$ cat config.mk
export PLATFORM = sky130hd
export DESIGN_NAME = fifo_with_search_and_remove_core
export DESIGN_NICKNAME = d
export VERILOG_FILES = /design/src/fsr_pkg.sv /design/src/fifo_with_search_and_remove_core.sv /design/src/fsr_ctrl.sv /design/src/fsr_dp.sv
export SDC_FILE = /design/constraint.sdc
export NUM_CORES = 1
export LEC_CHECK = 0
export ABC_CLOCK_PERIOD_IN_PS = 3780
export BUFFER_PORTS_ARGS = -buffer_cell sky130_fd_sc_hd__buf_2
export CAP_MARGIN = 20
export CORE_MARGIN = 2
export CORE_UTILIZATION = 45
export CTS_CLUSTER_DIAMETER = 50
export CTS_CLUSTER_SIZE = 30
export DETAILED_ROUTE_END_ITERATION = 7
export MAX_ROUTING_LAYER = met4
export PLACE_DENSITY = 0.72
export RECOVER_POWER = 50
export SETUP_SLACK_MARGIN = 0.1
export SLEW_MARGIN = 15
export SYNTH_ARGS = -nofsm -noshare
export SYNTH_HDL_FRONTEND = slang
export SYNTH_SLANG_ARGS = --single-unit
$ cat constraint.sdc
create_clock -name clk -period 3.78 [get_ports clk]
set_input_delay 0.756 -clock clk [delete_from_list [all_inputs] [get_ports clk]]
set_output_delay 0.756 -clock clk [all_outputs]
set_load 0.01 [all_outputs]
$ cat src/fsr_pkg.sv
`timescale 1ns / 1ps
// Shared types and constants for the searchable FIFO queue.
// Used by the controller, the datapath and the top level; no dependencies.
package fsr_pkg;

    // Default number of entries the queue can hold.
    localparam int DEPTH_DEFAULT = 16;

    // Field widths of one input transaction and one result transaction.
    localparam int ACT_W   = 2;
    localparam int VAL_W   = 32;
    localparam int STAT_W  = 2;
    localparam int POS_W   = 4;
    localparam int CNT_W   = 5;
    localparam int IN_RAW  = ACT_W + VAL_W;
    localparam int IN_W    = ((IN_RAW + 7) / 8) * 8;
    localparam int OUT_RAW = STAT_W + POS_W + CNT_W + VAL_W + VAL_W + 1;
    localparam int OUT_W   = ((OUT_RAW + 7) / 8) * 8;

    // Action codes.
    localparam logic [ACT_W-1:0] ACT_APPEND = 2'd0;
    localparam logic [ACT_W-1:0] ACT_REMOVE = 2'd1;
    localparam logic [ACT_W-1:0] ACT_FIND   = 2'd2;

    // Status codes.
    localparam logic [STAT_W-1:0] STAT_OK        = 2'd0;
    localparam logic [STAT_W-1:0] STAT_NOT_FOUND = 2'd1;
    localparam logic [STAT_W-1:0] STAT_FULL      = 2'd2;

    // Controller states.
    typedef enum logic [2:0] {
        ST_IDLE,
        ST_DISPATCH,
        ST_SEARCH,
        ST_SHIFT,
        ST_SCAN,
        ST_FINISH
    } state_t;

    // Commands from the controller to the datapath.
    typedef struct packed {
        logic load;        // latch the input transaction
        logic append;      // write at the tail unless full
        logic walk_init;   // restart the entry walk from the head
        logic search;      // walk looking for the first match
        logic shift_init;  // start compaction just past the match
        logic shift;       // walk moving entries one place toward the head
        logic shrink;      // drop one entry from the count
        logic scan;        // walk tracking minimum and maximum
        logic emit;        // load the result register
    } dp_cmd_t;

    // Status from the datapath to the controller.
    typedef struct packed {
        logic [ACT_W-1:0] act;       // latched action code
        logic             match;     // the entry read back equals the value
        logic             walk_end;  // every held entry has been visited
        logic             out_free;  // the result register can take a result
    } dp_stat_t;

endpackage

$ cat src/fifo_with_search_and_remove_core.sv
`timescale 1ns / 1ps
// An ordered queue of up to DEPTH signed 32-bit values with append, remove-first-match
// and find-first-match. Each input transaction yields one result transaction carrying
// the status, the match position and the count, minimum, maximum and empty flag after
// the action. One transaction is worked at a time. The held entries are walked through an
// entry memory with one read port and one write port and registered read data. An item is
// accepted, then dispatched; a search walks from the head to the first match or past the
// tail, and after a removal a compaction moves the entries past the match one place toward
// the head. A min/max rescan of the entries held after the action follows, and the result
// is loaded once the result register is free. The result register lets a new transaction
// be taken while the previous result waits.
// No clearing pass is needed after reset.
module fifo_with_search_and_remove_core
    import fsr_pkg::*;
#(
    parameter int DEPTH = DEPTH_DEFAULT
)
(
    input  logic             clk,
    input  logic             rst_n,
    input  logic             s_tvalid,
    output logic             s_tready,
    input  logic [IN_W-1:0]  s_tdata,   // action[1:0], value[33:2], zero pad
    output logic             m_tvalid,
    input  logic             m_tready,
    output logic [OUT_W-1:0] m_tdata    // status[1:0], position[5:2], entry_count[10:6],
                                        // smallest[42:11], largest[74:43], is_empty[75]
);

    dp_cmd_t  cmd;
    dp_stat_t stat;

    // Sequencer for the action, walk and result phases.
    fsr_ctrl u_ctrl (
        .clk      (clk),
        .rst_n    (rst_n),
        .s_tvalid (s_tvalid),
        .s_tready (s_tready),
        .stat     (stat),
        .cmd      (cmd)
    );

    // Entry storage and arithmetic.
    fsr_dp #(
        .DEPTH (DEPTH)
    ) u_dp (
        .clk      (clk),
        .rst_n    (rst_n),
        .s_tdata  (s_tdata),
        .m_tvalid (m_tvalid),
        .m_tready (m_tready),
        .m_tdata  (m_tdata),
        .cmd      (cmd),
        .stat     (stat)
    );

endmodule

$ cat src/fsr_ctrl.sv
`timescale 1ns / 1ps
// Controller state machine for the searchable FIFO queue.
// Depends on fsr_pkg; drives the datapath through dp_cmd_t.
module fsr_ctrl
    import fsr_pkg::*;
(
    input  logic     clk,
    input  logic     rst_n,
    input  logic     s_tvalid,
    output logic     s_tready,
    input  dp_stat_t stat,
    output dp_cmd_t  cmd
);

    state_t state_reg;
    state_t state_next;

    // State register.
    always_ff @(posedge clk or negedge rst_n)
    begin
        if (!rst_n)
        begin
            state_reg <= ST_IDLE;
        end
        else
        begin
            state_reg <= state_next;
        end
    end

    // Next state.
    always_comb
    begin
        state_next = state_reg;
        unique case (state_reg)
            ST_IDLE:
            begin
                if (s_tvalid)
                begin
                    state_next = ST_DISPATCH;
                end
            end
            ST_DISPATCH:
            begin
                if (stat.act == ACT_REMOVE || stat.act == ACT_FIND)
                begin
                    state_next = ST_SEARCH;
                end
                else
                begin
                    state_next = ST_SCAN;
                end
            end
            ST_SEARCH:
            begin
                priority if (stat.match && stat.act == ACT_REMOVE)
                begin
                    state_next = ST_SHIFT;
                end
                else if (stat.match || stat.walk_end)
                begin
                    state_next = ST_SCAN;
                end
                else
                begin
                    state_next = ST_SEARCH;
                end
            end
            ST_SHIFT:
            begin
                if (stat.walk_end)
                begin
                    state_next = ST_SCAN;
                end
            end
            ST_SCAN:
            begin
                if (stat.walk_end)
                begin
                    state_next = ST_FINISH;
                end
            end
            ST_FINISH:
            begin
                if (stat.out_free)
                begin
                    state_next = ST_IDLE;
                end
            end
            default:
            begin
                state_next = ST_IDLE;
            end
        endcase
    end

    // Outputs and datapath commands.
    always_comb
    begin
        cmd      = '0;
        s_tready = 1'b0;
        unique case (state_reg)
            ST_IDLE:
            begin
                s_tready = 1'b1;
                cmd.load = s_tvalid;
            end
            ST_DISPATCH:
            begin
                cmd.append    = (stat.act == ACT_APPEND);
                cmd.walk_init = 1'b1;
            end
            ST_SEARCH:
            begin
                cmd.search = 1'b1;
                priority if (stat.match && stat.act == ACT_REMOVE)
                begin
                    cmd.shift_init = 1'b1;
                end
                else if (stat.match || stat.walk_end)
                begin
                    cmd.walk_init = 1'b1;
                end
                else
                begin
                    cmd.walk_init = 1'b0;
                end
            end
            ST_SHIFT:
            begin
                cmd.shift = 1'b1;
                if (stat.walk_end)
                begin
                    cmd.shrink    = 1'b1;
                    cmd.walk_init = 1'b1;
                end
            end
            ST_SCAN:
            begin
                cmd.scan = 1'b1;
            end
            ST_FINISH:
            begin
                cmd.emit = stat.out_free;
            end
            default:
            begin
                cmd = '0;
            end
        endcase
    end

endmodule

$ cat src/fsr_dp.sv
`timescale 1ns / 1ps
// Datapath for the searchable FIFO queue: entry memory, walk counter,
// match detection, compaction, min/max tracking and the result register.
// Depends on fsr_pkg; commanded by fsr_ctrl.
module fsr_dp
    import fsr_pkg::*;
#(
    parameter int DEPTH = DEPTH_DEFAULT
)
(
    input  logic             clk,
    input  logic             rst_n,
    input  logic [IN_W-1:0]  s_tdata,
    output logic             m_tvalid,
    input  logic             m_tready,
    output logic [OUT_W-1:0] m_tdata,
    input  dp_cmd_t          cmd,
    output dp_stat_t         stat
);

    localparam int IW  = $clog2(DEPTH);
    localparam int CW  = $clog2(DEPTH + 1);
    localparam int PAD = OUT_W - OUT_RAW;

    // Entry memory, head at index 0.
    logic [VAL_W-1:0] mem [DEPTH];
    logic [VAL_W-1:0] rd_data_reg;
    logic [IW-1:0]    rd_addr;
    logic             wr_en;
    logic [IW-1:0]    wr_addr;
    logic [VAL_W-1:0] wr_data;

    logic [ACT_W-1:0]  act_reg;
    logic [VAL_W-1:0]  val_reg;
    logic [CW-1:0]     count_reg,  count_next;
    logic [CW-1:0]     idx_reg,    idx_next;
    logic              pend_reg,   pend_next;
    logic [IW-1:0]     pidx_reg,   pidx_next;
    logic [STAT_W-1:0] status_reg, status_next;
    logic [IW-1:0]     pos_reg,    pos_next;
    logic signed [VAL_W-1:0] lo_reg, lo_next;
    logic signed [VAL_W-1:0] hi_reg, hi_next;
    logic              have_reg,   have_next;
    logic              out_vld_reg, out_vld_next;
    logic [OUT_W-1:0]  out_reg,    out_next;

    logic full;
    logic walking;
    logic issue;
    logic match;
    logic walk_end;

    assign full     = (count_reg == CW'(DEPTH));
    assign walking  = cmd.search || cmd.shift || cmd.scan;
    assign issue    = walking && (idx_reg < count_reg);
    assign match    = pend_reg && (rd_data_reg == val_reg);
    assign walk_end = !pend_reg && (idx_reg >= count_reg);

    // Memory port: reads follow the walk index, writes come from append or compaction.
    assign rd_addr = idx_reg[IW-1:0];
    assign wr_en   = (cmd.append && !full) || (cmd.shift && pend_reg);
    assign wr_addr = cmd.append ? count_reg[IW-1:0] : (pidx_reg - IW'(1));
    assign wr_data = cmd.append ? val_reg : rd_data_reg;

    always_ff @(posedge clk)
    begin
        if (wr_en)
        begin
            mem[wr_addr] <= wr_data;
        end
    end

    always_ff @(posedge clk)
    begin
        rd_data_reg <= mem[rd_addr];
    end

    // Next values of the walk, counters and result fields.
    always_comb
    begin
        count_next   = count_reg;
        idx_next     = idx_reg;
        pend_next    = issue;
        pidx_next    = issue ? idx_reg[IW-1:0] : pidx_reg;
        status_next  = status_reg;
        pos_next     = pos_reg;
        lo_next      = lo_reg;
        hi_next      = hi_reg;
        have_next    = have_reg;
        out_vld_next = out_vld_reg;
        out_next     = out_reg;

        if (issue)
        begin
            idx_next = idx_reg + CW'(1);
        end

        // Restarting the walk takes precedence over stepping it.
        priority if (cmd.shift_init)
        begin
            idx_next  = CW'(pidx_reg) + CW'(1);
            pend_next = 1'b0;
        end
        else if (cmd.walk_init)
        begin
            idx_next  = '0;
            pend_next = 1'b0;
            lo_next   = '0;
            hi_next   = '0;
            have_next = 1'b0;
        end
        else
        begin
            idx_next = idx_next;
        end

        // Status and position of the action.
        priority if (cmd.load)
        begin
            status_next = STAT_OK;
            pos_next    = '0;
        end
        else if (cmd.append && full)
        begin
            status_next = STAT_FULL;
        end
        else if (cmd.search && match)
        begin
            pos_next = pidx_reg;
        end
        else if (cmd.search && walk_end)
        begin
            status_next = STAT_NOT_FOUND;
        end
        else
        begin
            status_next = status_reg;
        end

        // Entry count.
        if (cmd.append && !full)
        begin
            count_next = count_reg + CW'(1);
        end
        else if (cmd.shrink)
        begin
            count_next = count_reg - CW'(1);
        end

        // Running minimum and maximum.
        if (cmd.scan && pend_reg)
        begin
            if (!have_reg)
            begin
                lo_next   = rd_data_reg;
                hi_next   = rd_data_reg;
                have_next = 1'b1;
            end
            else
            begin
                if ($signed(rd_data_reg) < lo_reg)
                begin
                    lo_next = rd_data_reg;
                end
                if ($signed(rd_data_reg) > hi_reg)
                begin
                    hi_next = rd_data_reg;
                end
            end
        end

        // Result register.
        if (cmd.emit)
        begin
            out_vld_next = 1'b1;
            out_next     = {PAD'(0), (count_reg == '0), hi_reg, lo_reg,
                            CNT_W'(count_reg), POS_W'(pos_reg), status_reg};
        end
        else if (m_tready)
        begin
            out_vld_next = 1'b0;
        end
    end

    // Control registers.
    always_ff @(posedge clk or negedge rst_n)
    begin
        if (!rst_n)
        begin
            count_reg   <= '0;
            pend_reg    <= 1'b0;
            idx_reg     <= '0;
            have_reg    <= 1'b0;
            out_vld_reg <= 1'b0;
        end
        else
        begin
            count_reg   <= count_next;
            pend_reg    <= pend_next;
            idx_reg     <= idx_next;
            have_reg    <= have_next;
            out_vld_reg <= out_vld_next;
        end
    end

    // Payload registers.
    always_ff @(posedge clk)
    begin
        if (cmd.load)
        begin
            act_reg <= s_tdata[ACT_W-1:0];
            val_reg <= s_tdata[ACT_W +: VAL_W];
        end
        pidx_reg   <= pidx_next;
        status_reg <= status_next;
        pos_reg    <= pos_next;
        lo_reg     <= lo_next;
        hi_reg     <= hi_next;
        out_reg    <= out_next;
    end

    assign m_tvalid      = out_vld_reg;
    assign m_tdata       = out_reg;
    assign stat.act      = act_reg;
    assign stat.match    = match;
    assign stat.walk_end = walk_end;
    assign stat.out_free = !out_vld_reg || m_tready;

endmodule

After elaboration in Yosys (flattened, before gate mapping)
Memory sizes are Yosys's and may differ from the RTL's. A register that Yosys moved wholly into a read port is not among the register bits. Cells that the tools add are included.

Memories: 1. Word-level logic and storage cells: 122. Bits in registers: 200. RAM bits: 512.

Memory list: u_dp.mem (depth 16, bits a word 32, read ports 1, clocked after Yosys merged registers in 1, write ports 1, line fsr_dp.sv:26) `logic [VAL_W-1:0] mem [DEPTH];`.

Order comparisons: 4. Muxes and demuxes: 50. Reduce and logical (&&, ||, !) cells: 31. Bitwise logic cells: 2. Equality and inequality tests: 14. Add/subtract/negate cells: 5.

Operators with widths (number): two-way mux 32 bit (11); == test 32 bit (1); > comparator 32 bit (1); less-than comparator 32 bit (1); two-way mux 5 bit (5); two-way mux 3 bit (7); two-way mux 1 bit (19); case mux 3 bit (6 select lines) (1); adder 5 x 1 -> 5 bit, second input constant (2); logical AND 1 bit (10); two-way mux 2 bit (5); != test 2 x 1 -> 1 bit, second input constant (4); == test 3 x 2 -> 1 bit, second input constant (2); == test 3 bit, second input constant (2); logical OR 1 bit (6); AND reduction 2 bit (3); nonzero test 2 bit (3); adder 4 x 1 -> 5 bit, second input constant (1); == test 5 bit, second input constant (1); greater-or-equal comparator 5 bit (1); zero test 5 bit (1); less-than comparator 5 bit (1); subtractor 5 x 1 -> 5 bit, second input constant (1); two-way mux 4 bit (1); 13 further kinds (16).

Logic depth before layout (Yosys ltp)
Depth in word-level cells: 11. Mapped depth: 15.

By module
Synthesis repeated with hierarchy kept, for this count alone.

Cells, all modules: 1534. Area, all modules: 29308.1 um^2.

By module, submodules not included: fsr_dp (cells each 1488, area an instance 28926.5 um^2, times used 1); fsr_ctrl (cells each 46, area an instance 381.6 um^2, times used 1).

Worst setup path after synthesis
No wires, ideal clock.

Kind: reg-to-reg. Start: register u_ctrl.state_reg[1]. End: memory u_dp.mem[8][0], enable pin. Slack: 0.392 ns. Cell stages (with the launch flop): 8. Required time: 3.359 ns. Library setup time: 0.421 ns. Path buffers: 1. Arrival: 2.966 ns. Cell sequence: dfrtp_1 -> clkbuf_1 -> nand2b_1 -> nor3b_2 -> nand2_1 -> o22ai_1 -> nand2_1 -> nor2_1.

Cells in the longest elaborated chain, start to end: 6. Elaborated cells on any way between the ends: 10. Classes of those cells: 2 x eq/ne; 5 x mux; 3 x reduce/logical.

RTL lines: from (decl) (line fsr_ctrl.sv:15) `state_t state_reg;`; from (signal assigned) (line fsr_ctrl.sv:27) `state_reg <= state_next;`; == test 3 x 1 -> 1 bit or == test 3 x 2 -> 1 bit (tied branches) (line fsr_ctrl.sv:102) `unique case (state_reg)`; two-way mux 1 bit or two-way mux 2 bit (tied branches) (line fsr_ctrl.sv:102); logical AND 1 bit (line fsr_dp.sv:61) `assign wr_en = (cmd.append && !full) || (cmd.shift && pend_reg);`; logical OR 1 bit (line fsr_dp.sv:61); two-way mux 1 bit (line fsr_dp.sv:67) `if (wr_en)`; two-way mux 1 bit (implied by the code) (line fsr_dp.sv:69) `mem[wr_addr] <= wr_data;`; to (decl) (line fsr_dp.sv:26).

Several ways; a longest one is shown, not always the timed one.

==> metrics <==
outcome finished, violations left; failing checks max-capacitance violations, max-slew violations; wirelength, routed around 68000 microns; die outline area just under 70000 sq um; cells along the critical path clkbuf_4 > mux4_2 > mux4_2; Setup Buffers After CTS 0; cell family with most CP delay buffers and inverters; total of buffers placed on input and output ports approximately 120; CP required between 4000 and 5000 ps; final worst path period share between 80% and 90%; clock slew seen by the registers of the worst setup and hold paths 80 ps; clock sinks 744; highest achievable clock rate between 300 and 400 MHz; count of nets left with antenna violations after detail routing 0; number of flip-flops in the largest register slightly above 500; H-tree levels 3; Site Rows 94; maximum fanout encountered on the critical timing path between 100 and 150; total clock buffers created by CTS 69; count of final hold-check violations 0; Hold Buf Count CTS 0; largest net degree at the start of global routing approximately 130; number of max-cap violations 4; leakage power summed over all cells approximately 11 nW; share of post-route cells with drive strength above 1 a little under a quarter; Tot GR Track Use between 20% and 30%; gp weighted congestion approximately 0.84; reg-to-reg setup timing slack about 590 ps; Vias about 16k; Setup crit end kind flip-flop; non-filler instance count after layout between 2k and 3k; number of iterations in the first detailed-routing pass 5; CTS tree done; Area Overhead vs Synth 14.78%; area used by multi-input combinational logic slightly below 8000 sq um; number of register bits inferred by synthesis 744; clock tree buffer depth 3; Slowest cell on crit path sky130_fd_sc_hd__clkbuf_4; Synth Flop Type sky130_fd_sc_hd__edfxtp_1; clock tree root driver cell sky130_fd_sc_hd__clkbuf_16; worst min path class in -> reg; critical setup path kind reg -> reg; final core utilization 51.92%; VDD IR max ~0.44 mV; first-pass GRT wire length 100400 microns; delay contributed by the slowest stage of the critical path 1520 ps; chip width approximately 260 microns; part of the Yosys area used for sequential elements a little under three quarters; post-cts repair resize count 0; count of flip-flops with a built-in enable after synthesis roughly 630; register ranked first by flip-flop count u_dp.mem; mean area per synthesized cell approximately 18 sq um; 1st-iter DRT viols between 1.5k and 2k; post-synthesis cell count about 1.7k; Slew headroom -41.47%; # placed instances ~2.7k; power density relative to cell area between 700 and 800 nW/um^2; cell type with the highest occurrence count on the critical path sky130_fd_sc_hd__mux4_2; post-route clock skew 55.39 ps; via count of the first global-routing pass around 16k; Post-Syn Area 29630 sq um; io pins 126; post-synthesis async set-or-reset flop share about 2.2%; clock insertion delay at the later pin of the skew report 650 ps; Detailed Place HPWL ~42000 microns; sum of buffers and inverters on the critical path 1; mean number of vias per cell 5.643; GR Overflow Total 0; area taken by flip-flops and latches between 20000 and 25000 sq um; initial antenna violation count 0; clock period minus worst slack 3186 ps; Fillers approximately 5.2k; Synth Warn # 0; number of distinct library cells after synthesis 58; Floorplan Core Area 65510 sq um; Arr. time, crit path 3680 ps; slew at the pin closest to its max-slew limit ~2100 ps; y dimension of the die between 200 and 300 microns; NumNets Final slightly below 2k; final routed DRC violation total 0; final setup violating endpoints 0; Setup TNS 0 ps; type of element launching the critical path flip-flop; pins over their slew limit 263; per-cell routed wire length approximately 24 microns; unrepaired setup endpoints after global routing false; initial cell density of the core ~45%
-- routing by layer --
layer / GRT usage (%) / vias up / part of all wire [%]
met5: - / - / 0
met4: 7.016 / 0 / 2.7
met3: 4.905 / 122 / 9.2
met2: 32.35 / 661 / 48
met1: 27.69 / 7996 / 41
li1: - / 6936 / -
-- stage by stage --
step	area (sq um)	setup WS, ps	power (mW)	hold slack [ps]
2_1_floorplan	29640	392.4	16.45	408.0
3_3_place_gp	31650	724.2	18.72	427.0
3_5_place_dp	31650	702.4	19.03	430.2
4_1_cts	34150	688.3	26.51	70.58
5_1_grt	34010	401.7	27.65	255.9
6_report	34010	593.7	26.40	274.1
-- layout by cell type, fill, tap and decap left out, types with 12 or more instances in the layout --
master,netlist,layout
sky130_fd_sc_hd__nor2_4,0,16
sky130_fd_sc_hd__buf_4,6,41
sky130_fd_sc_hd__nor3_1,39,39
sky130_fd_sc_hd__dfxtp_1,102,102
sky130_fd_sc_hd__inv_1,76,76
sky130_fd_sc_hd__xnor2_1,35,35
sky130_fd_sc_hd__nor2_1,45,28
sky130_fd_sc_hd__nand2_1,191,191
sky130_fd_sc_hd__buf_2,14,34
sky130_fd_sc_hd__clkinv_8,0,14
sky130_fd_sc_hd__mux2_2,33,33
sky130_fd_sc_hd__o21ai_0,51,51
sky130_fd_sc_hd__nand3_1,17,17
sky130_fd_sc_hd__clkbuf_1,44,88
sky130_fd_sc_hd__clkbuf_16,0,69
sky130_fd_sc_hd__ha_1,76,76
sky130_fd_sc_hd__nand4_1,22,22
sky130_fd_sc_hd__a21oi_1,29,29
sky130_fd_sc_hd__edfxtp_1,626,626
sky130_fd_sc_hd__mux4_2,160,160
sky130_fd_sc_hd__a21o_1,13,12
sky130_fd_sc_hd__dfrtp_1,16,12
-- layout make-up --
cell class	count	area share, %
Timing Repair Buffer	173	2.962
Tap cell	864	3.179
Inverter	76	0.8388
Sequential cell	744	62.48
Multi-Input combinational cell	799	23.18
Clock inverter	56	2.240
Antenna cell	1	0.007358
Clock buffer	72	5.110
-- final timing paths --
check,from,endpoint,cells after the start
max in group asynchronous,rst_n,u_dp.idx_reg[1]$_DFFE_PN0P_,1
setup reg to reg,u_dp.idx_reg[1]$_DFFE_PN0P_,u_dp.rd_data_reg[26]$_DFF_P_,3
setup / recovery,u_dp.idx_reg[1]$_DFFE_PN0P_,u_dp.rd_data_reg[26]$_DFF_P_,3
hold / removal,s_tdata[30],u_dp.val_reg[28]$_DFFE_PP_,1
hold reg to reg,u_dp.hi_reg[19]$_DFF_P_,u_dp.m_tdata[62]$_DFFE_PP_,0
min in group asynchronous,rst_n,u_dp.m_tvalid$_DFFE_PN0P_,1
-- report_power, final --
group	total, mW	internal [mW]	leakage, nW	switching, mW
sequential	11.8	10.8	6.71	0.940
clock	7.49	3.97	1.21	3.52
combinational	7.15	2.95	3.35	4.20
total	26.4	17.7	11.3	8.67
-- logic make-up after synthesis --
group | after synthesis | synth area share [%]
compound gates | 122 | 2.470
xor+xnor | 44 | 1.351
fa+ha+maj | 77 | 3.277
buf+inv | 153 | 2.175
flops | 744 | 71.68
mux | 200 | 13.66
other cells | 1 | 0.01266
simple gates | 352 | 5.375
-- synth_stat cells, drive strengths merged, types with 2 or more instances --
library cell / count / area, sq um
edfxtp: 626 / 18800
a211oi: 2 / 15.01
nor4b: 2 / 17.52
a21o: 13 / 97.59
dfxtp: 102 / 2042
dfrtp: 16 / 400.4
and4: 5 / 43.79
o211ai: 3 / 22.52
xor2: 7 / 61.31
nand2: 191 / 716.9
inv: 76 / 285.3
o21ai: 55 / 275.3
ha: 76 / 950.9
mux4: 160 / 3603
a21oi: 29 / 145.1
nand2b: 10 / 62.56
nor4: 7 / 50.05
nor2: 45 / 168.9
o31ai: 2 / 15.01
clkbuf: 44 / 165.2
and3: 3 / 18.77
mux2: 34 / 382.9
nor2b: 2 / 12.51
xnor2: 37 / 339.1
nor3: 39 / 195.2
mux2i: 6 / 60.06
nand4: 22 / 137.6
a21boi: 2 / 15.01
a221oi: 2 / 17.52
nand3: 17 / 85.08
o22ai: 4 / 25.02
buf: 33 / 193.9
nor3b: 2 / 25.02
and2: 2 / 12.51
-- worst register-to-register path: stages, from the launching register on --
cell	delay [ps]
sky130_fd_sc_hd__dfrtp_4	420
sky130_fd_sc_hd__clkbuf_4	1520
sky130_fd_sc_hd__mux4_2	590
sky130_fd_sc_hd__mux4_2	550
Power figures use the tool's default switching activity.
